File: src/rtl/core/pts_pkg.sv
`default_nettype none
// ----------------------------------------------------------------------------
// pts_pkg
// Shared types and codes of the priority task scheduler.
// ----------------------------------------------------------------------------
package pts_pkg;

  typedef enum logic [2:0] {
    OP_READY    = 3'd0,
    OP_UNREADY  = 3'd1,
    OP_DELAY    = 3'd2,
    OP_WAKE     = 3'd3,
    OP_TICK     = 3'd4,
    OP_LOCK     = 3'd5,
    OP_UNLOCK   = 3'd6,
    OP_SCHEDULE = 3'd7
  } op_t;

  localparam int unsigned LOCK_MAX   = 255;
  localparam int unsigned SLICE_INIT = 10;

  typedef enum logic [2:0] {
    ST_IDLE,
    ST_EXEC,
    ST_TICK_WALK,
    ST_SLICE,
    ST_SCHED,
    ST_DONE
  } state_t;

endpackage
`default_nettype wire

File: src/rtl/core/pts_front.sv
`default_nettype none
// ----------------------------------------------------------------------------
// pts_front
// Accepts command beats, decodes them and holds them in a two-entry queue.
// ----------------------------------------------------------------------------
module pts_front
  import pts_pkg::*;
#(
  parameter int NUM_TASKS      = 16,
  parameter int NUM_PRIORITIES = 32
) (
  input  wire logic        clk,
  input  wire logic        rst,
  input  wire logic        push,
  output logic             full,
  input  wire logic [2:0]  operation,
  input  wire logic [3:0]  task_id,
  input  wire logic [4:0]  priority_req,
  input  wire logic [31:0] delay_ticks,
  input  wire logic        waits_on_event,
  output logic             cmd_valid,
  input  wire logic        cmd_take,
  output op_t              cmd_op,
  output logic             cmd_task_ok,
  output logic [3:0]       cmd_task,
  output logic [4:0]       cmd_prio,
  output logic [31:0]      cmd_ticks,
  output logic             cmd_event
);

  localparam int PW = 5;

  typedef struct packed {
    op_t         op;
    logic        ok;
    logic [3:0]  tsk;
    logic [4:0]  prio;
    logic [31:0] ticks;
    logic        ev;
  } cmd_t;

  cmd_t      slots [2];
  logic      wr_ptr, rd_ptr;
  logic [1:0] fill;
  cmd_t      dec;
  logic      acc;

  always_comb begin
    dec.op    = op_t'(operation);
    dec.ok    = ({28'd0, task_id} < 32'(NUM_TASKS));
    dec.tsk   = task_id;
    dec.prio  = ({27'd0, priority_req} >= 32'(NUM_PRIORITIES)) ?
                PW'(NUM_PRIORITIES - 1) : priority_req;
    dec.ticks = (delay_ticks == 32'd0) ? 32'd1 : delay_ticks;
    dec.ev    = waits_on_event;
  end

  assign full      = fill[1];
  assign acc       = push && !full;
  assign cmd_valid = (fill != 2'd0);
  assign cmd_op       = slots[rd_ptr].op;
  assign cmd_task_ok  = slots[rd_ptr].ok;
  assign cmd_task     = slots[rd_ptr].tsk;
  assign cmd_prio     = slots[rd_ptr].prio;
  assign cmd_ticks    = slots[rd_ptr].ticks;
  assign cmd_event    = slots[rd_ptr].ev;

  always_ff @(posedge clk) begin
    if (acc) begin
      slots[wr_ptr] <= dec;
    end
    if (rst) begin
      wr_ptr <= 1'b0;
      rd_ptr <= 1'b0;
      fill   <= 2'd0;
    end else begin
      if (acc) begin
        wr_ptr <= !wr_ptr;
      end
      if (cmd_take && cmd_valid) begin
        rd_ptr <= !rd_ptr;
      end
      fill <= fill + {1'b0, acc} - {1'b0, cmd_take && cmd_valid};
    end
  end

endmodule
`default_nettype wire

File: src/rtl/core/pts_back.sv
`default_nettype none
// ----------------------------------------------------------------------------
// pts_back
// Executes commands on the ready queues; a tick walks tasks one per cycle.
// ----------------------------------------------------------------------------
module pts_back
  import pts_pkg::*;
#(
  parameter int NUM_TASKS      = 16,
  parameter int NUM_PRIORITIES = 32
) (
  input  wire logic        clk,
  input  wire logic        rst,
  input  wire logic [7:0]  slice_length,
  input  wire logic        cmd_valid,
  output logic             cmd_take,
  input  wire op_t         cmd_op,
  input  wire logic        cmd_task_ok,
  input  wire logic [3:0]  cmd_task,
  input  wire logic [4:0]  cmd_prio,
  input  wire logic [31:0] cmd_ticks,
  input  wire logic        cmd_event,
  output logic             res_valid,
  input  wire logic        res_full,
  output logic             switch_request,
  output logic [3:0]       next_task,
  output logic             any_ready,
  output logic [15:0]      timed_out_mask,
  output logic [7:0]       lock_level
);

  localparam int TW = (NUM_TASKS > 1) ? $clog2(NUM_TASKS) : 1;
  localparam int PW = (NUM_PRIORITIES > 1) ? $clog2(NUM_PRIORITIES) : 1;
  localparam int CW = $clog2(NUM_TASKS + 1);

  logic [NUM_PRIORITIES-1:0] bitmap;
  logic [TW-1:0] qhead  [NUM_PRIORITIES];
  logic [TW-1:0] qtail  [NUM_PRIORITIES];
  logic [CW-1:0] qcount [NUM_PRIORITIES];
  logic [TW-1:0] lnext  [NUM_TASKS];
  logic [TW-1:0] lprev  [NUM_TASKS];
  logic [PW-1:0] tprio  [NUM_TASKS];
  logic [31:0]   dcount [NUM_TASKS];
  logic [NUM_TASKS-1:0] delayed, evwait, queued;
  logic [7:0]    sleft  [NUM_TASKS];
  logic [TW-1:0] cur;
  logic [7:0]    lockc;
  logic [TW-1:0] walk;
  logic [15:0]   mask;
  logic          sw;
  state_t        state, state_next;

  logic [TW-1:0] t_sel;
  logic [PW-1:0] best;
  logic          do_sched;

  always_comb begin
    best = '0;
    for (int p = NUM_PRIORITIES - 1; p >= 0; p--) begin
      if (bitmap[p]) begin
        best = PW'(p);
      end
    end
  end

  assign t_sel = cmd_task[TW-1:0];

  always_ff @(posedge clk) begin
    if (rst) begin
      state <= ST_IDLE;
    end else begin
      state <= state_next;
    end
  end

  always_comb begin
    state_next = state;
    cmd_take   = 1'b0;
    do_sched   = 1'b0;
    case (state)
      ST_IDLE: begin
        if (cmd_valid) begin
          state_next = (cmd_op == OP_TICK) ? ST_TICK_WALK : ST_EXEC;
        end
      end
      ST_EXEC: begin
        state_next = ((cmd_op == OP_SCHEDULE) ||
                      (cmd_op == OP_UNLOCK && lockc == 8'd1)) ? ST_SCHED : ST_DONE;
      end
      ST_TICK_WALK: begin
        if (walk == TW'(NUM_TASKS - 1)) begin
          state_next = ST_SLICE;
        end
      end
      ST_SLICE: state_next = ST_SCHED;
      ST_SCHED: begin
        do_sched   = 1'b1;
        state_next = ST_DONE;
      end
      ST_DONE: begin
        if (!res_full) begin
          cmd_take   = 1'b1;
          state_next = ST_IDLE;
        end
      end
      default: state_next = ST_IDLE;
    endcase
  end

  assign res_valid      = (state == ST_DONE) && !res_full;
  assign switch_request = sw;
  assign next_task      = 4'(cur);
  assign any_ready      = |bitmap;
  assign timed_out_mask = mask;
  assign lock_level     = lockc;

  always_ff @(posedge clk) begin
    logic [PW-1:0] p;
    logic [TW-1:0] nx, pv, h;
    logic [31:0]   dc;
    if (rst) begin
      bitmap  <= '0;
      delayed <= '0;
      evwait  <= '0;
      queued  <= '0;
      cur     <= '0;
      lockc   <= '0;
      walk    <= '0;
      mask    <= '0;
      sw      <= 1'b0;
      for (int i = 0; i < NUM_PRIORITIES; i++) begin
        qcount[i] <= '0;
        qhead[i]  <= '0;
        qtail[i]  <= '0;
      end
      for (int i = 0; i < NUM_TASKS; i++) begin
        sleft[i]  <= 8'(SLICE_INIT);
        dcount[i] <= '0;
      end
    end else begin
      case (state)
        ST_IDLE: begin
          walk <= '0;
          mask <= '0;
          sw   <= 1'b0;
        end
        ST_EXEC: begin
          case (cmd_op)
            OP_READY: begin
              if (cmd_task_ok && !queued[t_sel]) begin
                p = cmd_prio[PW-1:0];
                tprio[t_sel] <= p;
                if (qcount[p] == '0) begin
                  qtail[p] <= t_sel;
                end else begin
                  lnext[t_sel]    <= qhead[p];
                  lprev[qhead[p]] <= t_sel;
                end
                qhead[p]      <= t_sel;
                qcount[p]     <= qcount[p] + 1'b1;
                queued[t_sel] <= 1'b1;
                bitmap[p]     <= 1'b1;
              end
            end
            OP_UNREADY: begin
              if (cmd_task_ok && queued[t_sel]) begin
                p  = tprio[t_sel];
                nx = lnext[t_sel];
                pv = lprev[t_sel];
                if (qhead[p] == t_sel) begin
                  qhead[p] <= nx;
                end else begin
                  lnext[pv] <= nx;
                end
                if (qtail[p] == t_sel) begin
                  qtail[p] <= pv;
                end else begin
                  lprev[nx] <= pv;
                end
                qcount[p]     <= qcount[p] - 1'b1;
                queued[t_sel] <= 1'b0;
                if (qcount[p] == CW'(1)) begin
                  bitmap[p] <= 1'b0;
                end
              end
            end
            OP_DELAY: begin
              if (cmd_task_ok) begin
                dcount[t_sel]  <= cmd_ticks;
                delayed[t_sel] <= 1'b1;
                evwait[t_sel]  <= cmd_event;
              end
            end
            OP_WAKE: begin
              if (cmd_task_ok) begin
                delayed[t_sel] <= 1'b0;
                evwait[t_sel]  <= 1'b0;
              end
            end
            OP_LOCK: begin
              if (lockc != 8'(LOCK_MAX)) begin
                lockc <= lockc + 8'd1;
              end
            end
            OP_UNLOCK: begin
              if (lockc != 8'd0) begin
                lockc <= lockc - 8'd1;
              end
            end
            default: ;
          endcase
        end
        ST_TICK_WALK: begin
          walk <= walk + 1'b1;
          if (delayed[walk]) begin
            dc = dcount[walk] - 32'd1;
            dcount[walk] <= dc;
            if (dc == 32'd0) begin
              if (evwait[walk] && {{(32-TW){1'b0}}, walk} < 32'd16) begin
                mask[4'(walk)] <= 1'b1;
              end
              delayed[walk] <= 1'b0;
              evwait[walk]  <= 1'b0;
              if (!queued[walk]) begin
                p = tprio[walk];
                if (qcount[p] == '0) begin
                  qtail[p] <= walk;
                end else begin
                  lnext[walk]     <= qhead[p];
                  lprev[qhead[p]] <= walk;
                end
                qhead[p]     <= walk;
                qcount[p]    <= qcount[p] + 1'b1;
                queued[walk] <= 1'b1;
                bitmap[p]    <= 1'b1;
              end
            end
          end
        end
        ST_SLICE: begin
          if (sleft[cur] <= 8'd1) begin
            if (queued[cur]) begin
              p = tprio[cur];
              if (qcount[p] >= CW'(2)) begin
                h = qhead[p];
                qhead[p]        <= lnext[h];
                lnext[qtail[p]] <= h;
                lprev[h]        <= qtail[p];
                qtail[p]        <= h;
              end
            end
            sleft[cur] <= (slice_length == 8'd0) ? 8'd1 : slice_length;
          end else begin
            sleft[cur] <= sleft[cur] - 8'd1;
          end
        end
        ST_SCHED: begin
          if (do_sched && lockc == 8'd0 && |bitmap && qhead[best] != cur) begin
            cur <= qhead[best];
            sw  <= 1'b1;
          end
        end
        default: ;
      endcase
    end
  end

endmodule
`default_nettype wire

File: src/rtl/core/pts_out_fifo.sv
`default_nettype none
// ----------------------------------------------------------------------------
// pts_out_fifo
// Two-entry result queue between the executor and the pop side.
// ----------------------------------------------------------------------------
module pts_out_fifo (
  input  wire logic        clk,
  input  wire logic        rst,
  input  wire logic        wr,
  output logic             wr_full,
  input  wire logic [30:0] wr_data,
  output logic             empty,
  input  wire logic        pop,
  output logic [30:0]      rd_data
);

  logic [30:0] mem [2];
  logic        wp, rp;
  logic [1:0]  fill;
  logic        rd;

  assign wr_full = fill[1];
  assign empty   = (fill == 2'd0);
  assign rd      = pop && !empty;
  assign rd_data = mem[rp];

  always_ff @(posedge clk) begin
    if (wr) begin
      mem[wp] <= wr_data;
    end
    if (rst) begin
      wp   <= 1'b0;
      rp   <= 1'b0;
      fill <= 2'd0;
    end else begin
      if (wr) begin
        wp <= !wp;
      end
      if (rd) begin
        rp <= !rp;
      end
      fill <= fill + {1'b0, wr} - {1'b0, rd};
    end
  end

endmodule
`default_nettype wire

File: src/rtl/core/priority_task_scheduler.sv
`default_nettype none
// Flow: most operations pass EXEC and DONE; schedule and an unlock that
//   reaches zero also pass SCHED; a tick walks the delay counters one task
//   per cycle, then passes SLICE, SCHED and DONE, which waits while the
//   result queue is full. Commands are executed one at a time.
// Reset: synchronous rst empties both queues, clears all queues and marks,
//   loads slice_length with 10.
// ----------------------------------------------------------------------------
// priority_task_scheduler
// Bitmap priority scheduler with round robin inside each priority.
// ----------------------------------------------------------------------------
module priority_task_scheduler
  import pts_pkg::*;
#(
  parameter int NUM_PRIORITIES = 32,
  parameter int NUM_TASKS      = 16
) (
  input  wire logic        clk,
  input  wire logic        rst,
  input  wire logic        push,
  output logic             full,
  input  wire logic [2:0]  operation,
  input  wire logic [3:0]  task_id,
  input  wire logic [4:0]  priority_req,
  input  wire logic [31:0] delay_ticks,
  input  wire logic        waits_on_event,
  input  wire logic        cfg_valid,
  output logic             cfg_ready,
  input  wire logic [7:0]  cfg_data,
  output logic             empty,
  input  wire logic        pop,
  output logic             switch_request,
  output logic [3:0]       next_task,
  output logic             any_ready,
  output logic [15:0]      timed_out_mask,
  output logic [7:0]       lock_level
);

  logic [7:0]  slice_length;
  logic        cmd_valid, cmd_take, cmd_task_ok, cmd_event;
  op_t         cmd_op;
  logic [3:0]  cmd_task;
  logic [4:0]  cmd_prio;
  logic [31:0] cmd_ticks;
  logic        res_valid, res_full, r_sw, r_any;
  logic [3:0]  r_next;
  logic [15:0] r_mask;
  logic [7:0]  r_lock;

  assign cfg_ready = 1'b1;

  always_ff @(posedge clk) begin
    if (rst) begin
      slice_length <= 8'(SLICE_INIT);
    end else if (cfg_valid) begin
      slice_length <= cfg_data;
    end
  end

  pts_front #(.NUM_TASKS(NUM_TASKS), .NUM_PRIORITIES(NUM_PRIORITIES)) u_front (
    .clk, .rst, .push, .full, .operation, .task_id, .priority_req,
    .delay_ticks, .waits_on_event, .cmd_valid, .cmd_take, .cmd_op,
    .cmd_task_ok, .cmd_task, .cmd_prio, .cmd_ticks, .cmd_event
  );

  pts_back #(.NUM_TASKS(NUM_TASKS), .NUM_PRIORITIES(NUM_PRIORITIES)) u_back (
    .clk, .rst, .slice_length, .cmd_valid, .cmd_take, .cmd_op, .cmd_task_ok,
    .cmd_task, .cmd_prio, .cmd_ticks, .cmd_event, .res_valid, .res_full,
    .switch_request(r_sw), .next_task(r_next), .any_ready(r_any),
    .timed_out_mask(r_mask), .lock_level(r_lock)
  );

  pts_out_fifo u_out (
    .clk, .rst, .wr(res_valid), .wr_full(res_full),
    .wr_data({r_sw, r_next, r_any, r_mask, r_lock}),
    .empty, .pop,
    .rd_data({switch_request, next_task, any_ready, timed_out_mask, lock_level})
  );

endmodule
`default_nettype wire

File: config.mk
export PLATFORM = sky130hd
export DESIGN_NAME = priority_task_scheduler
export DESIGN_NICKNAME = d
export VERILOG_FILES = /design/src/rtl/core/pts_pkg.sv /design/src/rtl/core/pts_front.sv /design/src/rtl/core/pts_back.sv /design/src/rtl/core/pts_out_fifo.sv /design/src/rtl/core/priority_task_scheduler.sv
export SDC_FILE = /design/constraint.sdc
export NUM_CORES = 2
export LEC_CHECK = 0
export BUFFER_PORTS_ARGS = -buffer_cell sky130_fd_sc_hd__buf_4
export CORE_AREA = 2 2 321 450
export CTS_BUF_LIST = sky130_fd_sc_hd__clkbuf_8 sky130_fd_sc_hd__clkbuf_16
export CTS_CLUSTER_SIZE = 8
export DETAILED_ROUTE_END_ITERATION = 6
export DIE_AREA = 0 0 323 452
export PLACE_DENSITY = 0.8
export SYNTH_ARGS = -nofsm -noshare
export SYNTH_HDL_FRONTEND = slang
export SYNTH_SLANG_ARGS = --single-unit
File: constraint.sdc
create_clock -name clk -period 6.7 [get_ports clk]
set_input_delay 0.67 -clock clk [delete_from_list [all_inputs] [get_ports clk]]
set_output_delay 0.67 -clock clk [all_outputs]
set_load 0.05 [all_outputs]
Yosys cells after proc, flatten, opt, wreduce, memory -nomap -nowiden
Memories as Yosys holds them, arrays and structs flattened. A register that Yosys moved wholly into a read port is not among the register bits.
Cells that the tools add are included.
{"block": "op_classes", "n_addsub": 12, "n_lt_le_gt_ge": 13, "eq_ne": 36, "muxes": 269, "n_bitwise": 16, "n_reduce_logical": 68}
{"cell": "$mux 32", "n": 9}
{"cell": "$mux 16", "n": 16}
{"cell": "$mux 5", "n": 46}
{"cell": "$pmux 16 s2", "n": 7}
{"cell": "$mux 1", "n": 134}
{"cell": "$pmux 32 s2", "n": 2}
{"cell": "$mux 4", "n": 31}
{"cell": "$reduce_or 32->1", "n": 3}
{"cell": "$and 16x16->16", "n": 5}
{"cell": "$logic_not 32->1", "n": 2}
{"cell": "$or 16x16->16", "n": 4}
{"cell": "$or 32x32->32", "n": 2}
{"cell": "$reduce_or 4->1", "n": 14}
{"cell": "$mux 8", "n": 5}
{"cell": "$and 32x32->32", "n": 1}
{"cell": "$not 16->16", "n": 2}
{"cell": "$not 32->32", "n": 1}
{"cell": "$sub 32x1->32 const B", "n": 1}
{"cell": "$bmux 1 s4", "n": 5}
{"cell": "$eq 3x3->1 const B", "n": 6}
{"cell": "$lt 5x6->1 const B", "n": 3}
{"cell": "$pmux 3 s6", "n": 1}
{"cell": "$bwmux 16", "n": 1}
{"cell": "$logic_not 8->1", "n": 2}
{"cell": "49 further kinds", "n": 111}
{"block": "totals", "regBits": 132, "ram_bits": 1414, "in_bits": 58, "out_inout_bits": 33, "elab_cells": 441, "memories": 10}
{"name": "u_back.dcount", "depth": 16, "word_bits": 32, "read_ports": 1, "rd_clocked_by_memory_dff": 1, "write_ports": 16, "line_no": "pts_back.sv:43", "source": "logic [31:0] dcount [NUM_TASKS];"}
{"name": "u_back.qcount", "depth": 32, "word_bits": 5, "read_ports": 4, "rd_clocked_by_memory_dff": 0, "write_ports": 32, "line_no": "pts_back.sv:39", "source": "logic [CW-1:0] qcount [NUM_PRIORITIES];"}
{"name": "u_back.qhead", "depth": 32, "word_bits": 4, "read_ports": 5, "rd_clocked_by_memory_dff": 0, "write_ports": 32, "line_no": "pts_back.sv:37", "source": "logic [TW-1:0] qhead [NUM_PRIORITIES];"}
{"name": "u_back.qtail", "depth": 32, "word_bits": 4, "read_ports": 2, "rd_clocked_by_memory_dff": 0, "write_ports": 32, "line_no": "pts_back.sv:38", "source": "logic [TW-1:0] qtail [NUM_PRIORITIES];"}
{"name": "u_back.sleft", "depth": 16, "word_bits": 8, "read_ports": 1, "rd_clocked_by_memory_dff": 1, "write_ports": 16, "line_no": "pts_back.sv:45", "source": "logic [7:0] sleft [NUM_TASKS];"}
{"name": "u_front.slots", "depth": 2, "word_bits": 45, "read_ports": 1, "rd_clocked_by_memory_dff": 1, "write_ports": 1, "line_no": "pts_front.sv:42", "source": "cmd_t slots [2];"}
{"name": "+4 memories"}

Depth between registers and ports, before layout
An unclocked memory read counts as a cell.
{"block": "depth", "depth_word": 38, "ltp_mapped": 30, "ltp_nobuf": 19}

By module
From an unflattened synthesis, not the netlist that was laid out.
{"block": "hier_totals", "hier_cells": 6739, "hier_area_um2": 82432.8}
{"mod": "pts_back", "instances": 1, "cells_per_inst": 6384, "area_each_um2": 75790.2, "seq_area_each_um2": 40438.8}
{"mod": "pts_front", "instances": 1, "cells_per_inst": 208, "area_each_um2": 3867.5, "seq_area_each_um2": 2802.7}
{"mod": "pts_out_fifo", "instances": 1, "cells_per_inst": 118, "area_each_um2": 2467.4, "seq_area_each_um2": 1961.9}
{"mod": "priority_task_scheduler", "instances": 1, "cells_per_inst": 29, "area_each_um2": 307.8, "seq_area_each_um2": 160.2}

Worst setup path before layout
No wires, ideal clock.
{"block": "synth_path", "path_type": "register to register", "from": "reg with a tool-made name", "to": "mem u_back.qtail[4][0] (netlist name), enable pin", "setup_ns": 0.361, "arrival_time_ns": 6.047, "required_ns": 6.339, "setup_slack_ns": 0.292, "path_stages_with_launch": 29, "path_buffers": 12, "synth_period_minus_slack_ns": 6.408, "cell_sequence": "dfxtp_1 buf_6 buf_6 buf_6 buf_6 buf_6 buf_6 mux4_2 mux2i_1 mux2_2 clkbuf_1 clkbuf_1 buf_1 clkbuf_1 nand2_1 a31oi_1 o22ai_1 nor4_1 inv_1 ha_1 nand4_2 or2_1 buf_6 nor2_1 a21oi_1 a31oi_1 or2_2 clkbuf_1 o21ai_0"}
{"item": "end, declared", "line_no": "pts_back.sv:38"}

==> impl_metrics.toml <==
[clock_tree]
clk_pin_slew_ps = 50
worstSkewPairLatency_ps = 900
htree_levels = 4
cts_sinks = 1556
ctsRootBufferMaster = "clkbuf_16"
clk_path_buf_depth = 3
numCtsBuffers = 213
tritoncts = "done"

[detailed_routing]
via_per_inst = 7.27
drc = 5
ant_nets = 0
drt_iter0_drc = 11100
first_pass_iters = 7
vias = 67200
wl_per_cell_um = 33.8
wl_um = 312000

[floorplan]
fp.coreArea_um2 = 142000
rows = 164
die_w_um = 323
start_util = 0.575
ios = 91
die-area_um2 = 146000
die_y_um = 452

[critical_path]
worstSetupPathType = "reg -> reg"
crit_end = "u_back.qhead[16][3]"
critPathLaunchType = "flop"
arrival_ps = 7160
required_ps = 7180
r2r_setup_slack_ps = 20
rr_worst_depth = 21
path_max_fanout = 13
end_kind = "flop"
r2r-end = "u_back.qhead[16][3]"

[synth]
synth_edf_count = 1414
yosys_register_bits = 1556
synth_cell_type_count = 86
ys_warn_count = 0
netlist_area_um2 = 81700
syn_nets = 7192
synth.avg_cell_area_um2 = 11.5
synthArstFlopShare = 0
synthCells = 7112
ys_seq_area_frac = 0.555
synth_flop_cell = "edfxtp_1"

[status]
status = "complete, but fails checks"
violations = "DRC"

[cells_and_area]
area_growth_pct = 13.6
multi_input_area_um2 = 34100
seq_area_um2 = 45300
instances_no_fill = 9251
fillers = 10200
finalNetCount = 7320
drive_gt1_frac = 0.194
post-route-util = 0.654

[sta]
period_minus_slack_ps = 6680
tightest_slew_ps = 1420
rsz0062_at_grt = "yes"
fin_crit_sh = 0.997
max_freq_ghz = 0.150
setup_violations = 0
final_max_slew_viol_count = 0
hold_violations = 0
slew_headroom = 0.0504
fin_skew_ps = 94.7
fin_ws_ps = 22.2

[placed_design]
dp.cells = 8893
dp_slack_ps = -496
gp_congestion = 1.09
portBuffers = 89
dpl.hpwl_um = 205000

[flow_run]
maxCapViolations = 0

[global_route]
antenna_found_initial = 9
grt_max_degree = 73
grt_pass1_wl_um = 448000
grt_pass1_vias = 66300
overflow = 0
track_usage = 0.426

[pwr]
p_per_area_nw_per_um2 = 329
p_total_mw = 30.5
power_leakage_nw = 32.5
peakVddDrop_v = 0.000263

[min_path]
worstHoldPathType = "in -> reg"
## cell families after synthesis
logic type | after synthesis | synth area share
buffers and inverters | 677 | 0.0348
adders and majority gates | 22 | 0.00337
muxes | 736 | 0.157
and+or+nand+nor | 3013 | 0.160
DFF | 1556 | 0.555
xor gates and xnor gates | 55 | 0.00590
AOI/OAI and AO/OA | 1052 | 0.0848
other | 1 | 0.0000459
## state kept, by name (all words and copies together) (netlist names), 16 cells and up, named ones only
| register | count |
|---|---|
| u_back.dcount | 512 |
| u_back.qcount | 160 |
| u_back.qhead | 128 |
| u_back.qtail | 128 |
| u_back.sleft | 128 |
| u_front.slots | 90 |
| u_back.tprio | 80 |
| u_back.lnext | 64 |
| u_back.lprev | 64 |
| u_out.mem | 60 |
| u_back.bitmap | 32 |
| u_back.evwait | 16 |
| u_back.timed_out_mask | 16 |
## cell usage after synthesis, drive strengths merged, types with 10 or more instances
cell | number | area [µm²]
or3 | 17 | 106
a21oi | 153 | 766
and2 | 32 | 200
nor3b | 11 | 82.6
a31oi | 137 | 857
o2111ai | 10 | 87.6
xnor2 | 30 | 263
a32oi | 40 | 350
mux2i | 224 | 2250
o21ai | 209 | 1050
ha | 22 | 275
nand2b | 20 | 125
edfxtp | 1414 | 42500
xor2 | 25 | 219
nor2b | 33 | 206
mux4 | 425 | 9580
o22ai | 89 | 557
o31ai | 24 | 180
or4 | 24 | 188
a22oi | 105 | 788
and3 | 161 | 1010
a311oi | 24 | 210
nor4 | 52 | 340
o21a | 11 | 82.6
nand2 | 981 | 3680
nand3 | 202 | 1020
nor2 | 1274 | 4800
o221ai | 25 | 219
mux2 | 87 | 980
or2 | 44 | 275
inv | 45 | 169
and4 | 10 | 87.6
nand4 | 28 | 188
nor3 | 111 | 617
dfxtp | 142 | 2840
clkbuf | 442 | 1660
a21o | 11 | 82.6
o211ai | 13 | 97.6
a211oi | 137 | 1030
buf | 186 | 1000
## layout by cell type (no fill, tap or decap), drive strengths merged, types with 20 or more instances in the layout
master	count
or4	24
inv	124
a211oi	137
a32oi	40
nand3	202
a311oi	24
xor2	25
dfxtp	142
xnor2	30
mux2	87
a21oi	153
nor3	111
dlygate4sd3	32
a31oi	137
o22ai	89
and2	32
or2	44
clkbuf	215
buf	509
and3	161
nand2b	20
nor4	52
o31ai	24
a22oi	105
nor2b	33
mux4	425
edfxtp	1414
ha	22
o21ai	209
nand2	981
mux2i	224
nor2	1274
o221ai	25
nand4	28
## worst min-delay path by stage
stage,startpoint,to,slack (ps),cells after the start
6_report,priority_req[0],u_front.slots[0][33],40,1
5_1_grt,priority_req[0],u_front.slots[0][33],30,1
4_1_cts,waits_on_event,u_front.slots[1][0],2,1
3_5_place_dp,u_back.timed_out_mask[6],u_out.mem[0][14],440,0
3_3_place_gp,u_back.timed_out_mask[13],u_out.mem[1][21],430,0
2_1_floorplan,u_back.switch_request,u_out.mem[0][29],430,0
## layout make-up
cell class / instances / area share
Inverter: 49 / 0.00205
Multi-Input combinational cell: 4879 / 0.367
Antenna cell: 8 / 0.000216
Tap cell: 1909 / 0.0257
Clock inverter: 94 / 0.00718
Sequential cell: 1556 / 0.488
Clock buffer: 215 / 0.0578
Timing Repair Buffer: 541 / 0.0515
## critical path: stages (launching register included)
cell and delay (ps):
dfxtp_4 460, buf_4 280, mux2i_4 290, buf_12 170
buf_4 130, nand2_1 50, and3_1 230, o31ai_4 470
nor3b_1 100, buf_4 220, o21ai_2 400, buf_4 300
o22ai_1 270, nor4_1 440, o22ai_2 270, nor3_4 420
buf_4 230, nor3_1 70, a211o_1 350, or3_1 540
buf_4 220, o21ai_1 310
## where the power goes
part	switching, mW	internal [mW]	leakage, nW
Clock	4.28	5.69	3.21
Sequential	0.302	11.1	15.2
Combinational	6.30	2.86	14.1
Total	10.9	19.6	32.5
## layer usage
metal	up-vias	wire length, µm	GRT usage
met3	1862	38100	0.112
met2	6205	148000	0.687
li1	26800	-	-
met5	-	49	0
met4	10	33200	0.366
met1	32300	93300	0.470
## per-stage QoR
step                area (µm²)  hold WS, ps  setup TNS, ps
floorplan                81700          426              0
global placement         86200          431         -46840
detailed placement       86200          442         -58030
CTS                      92600         1.71              0
global route             92800         29.5          -1230
finish                   92800         35.4              0
## timing repair
action,CTS,global route
gates resized for setup,9,34
buffers inserted,0,9
setup endpoints to repair,286,761
hold buffers,32,0
endpoints found under the hold margin,63,0
Note: power is estimated with default switching activity, not from simulation.
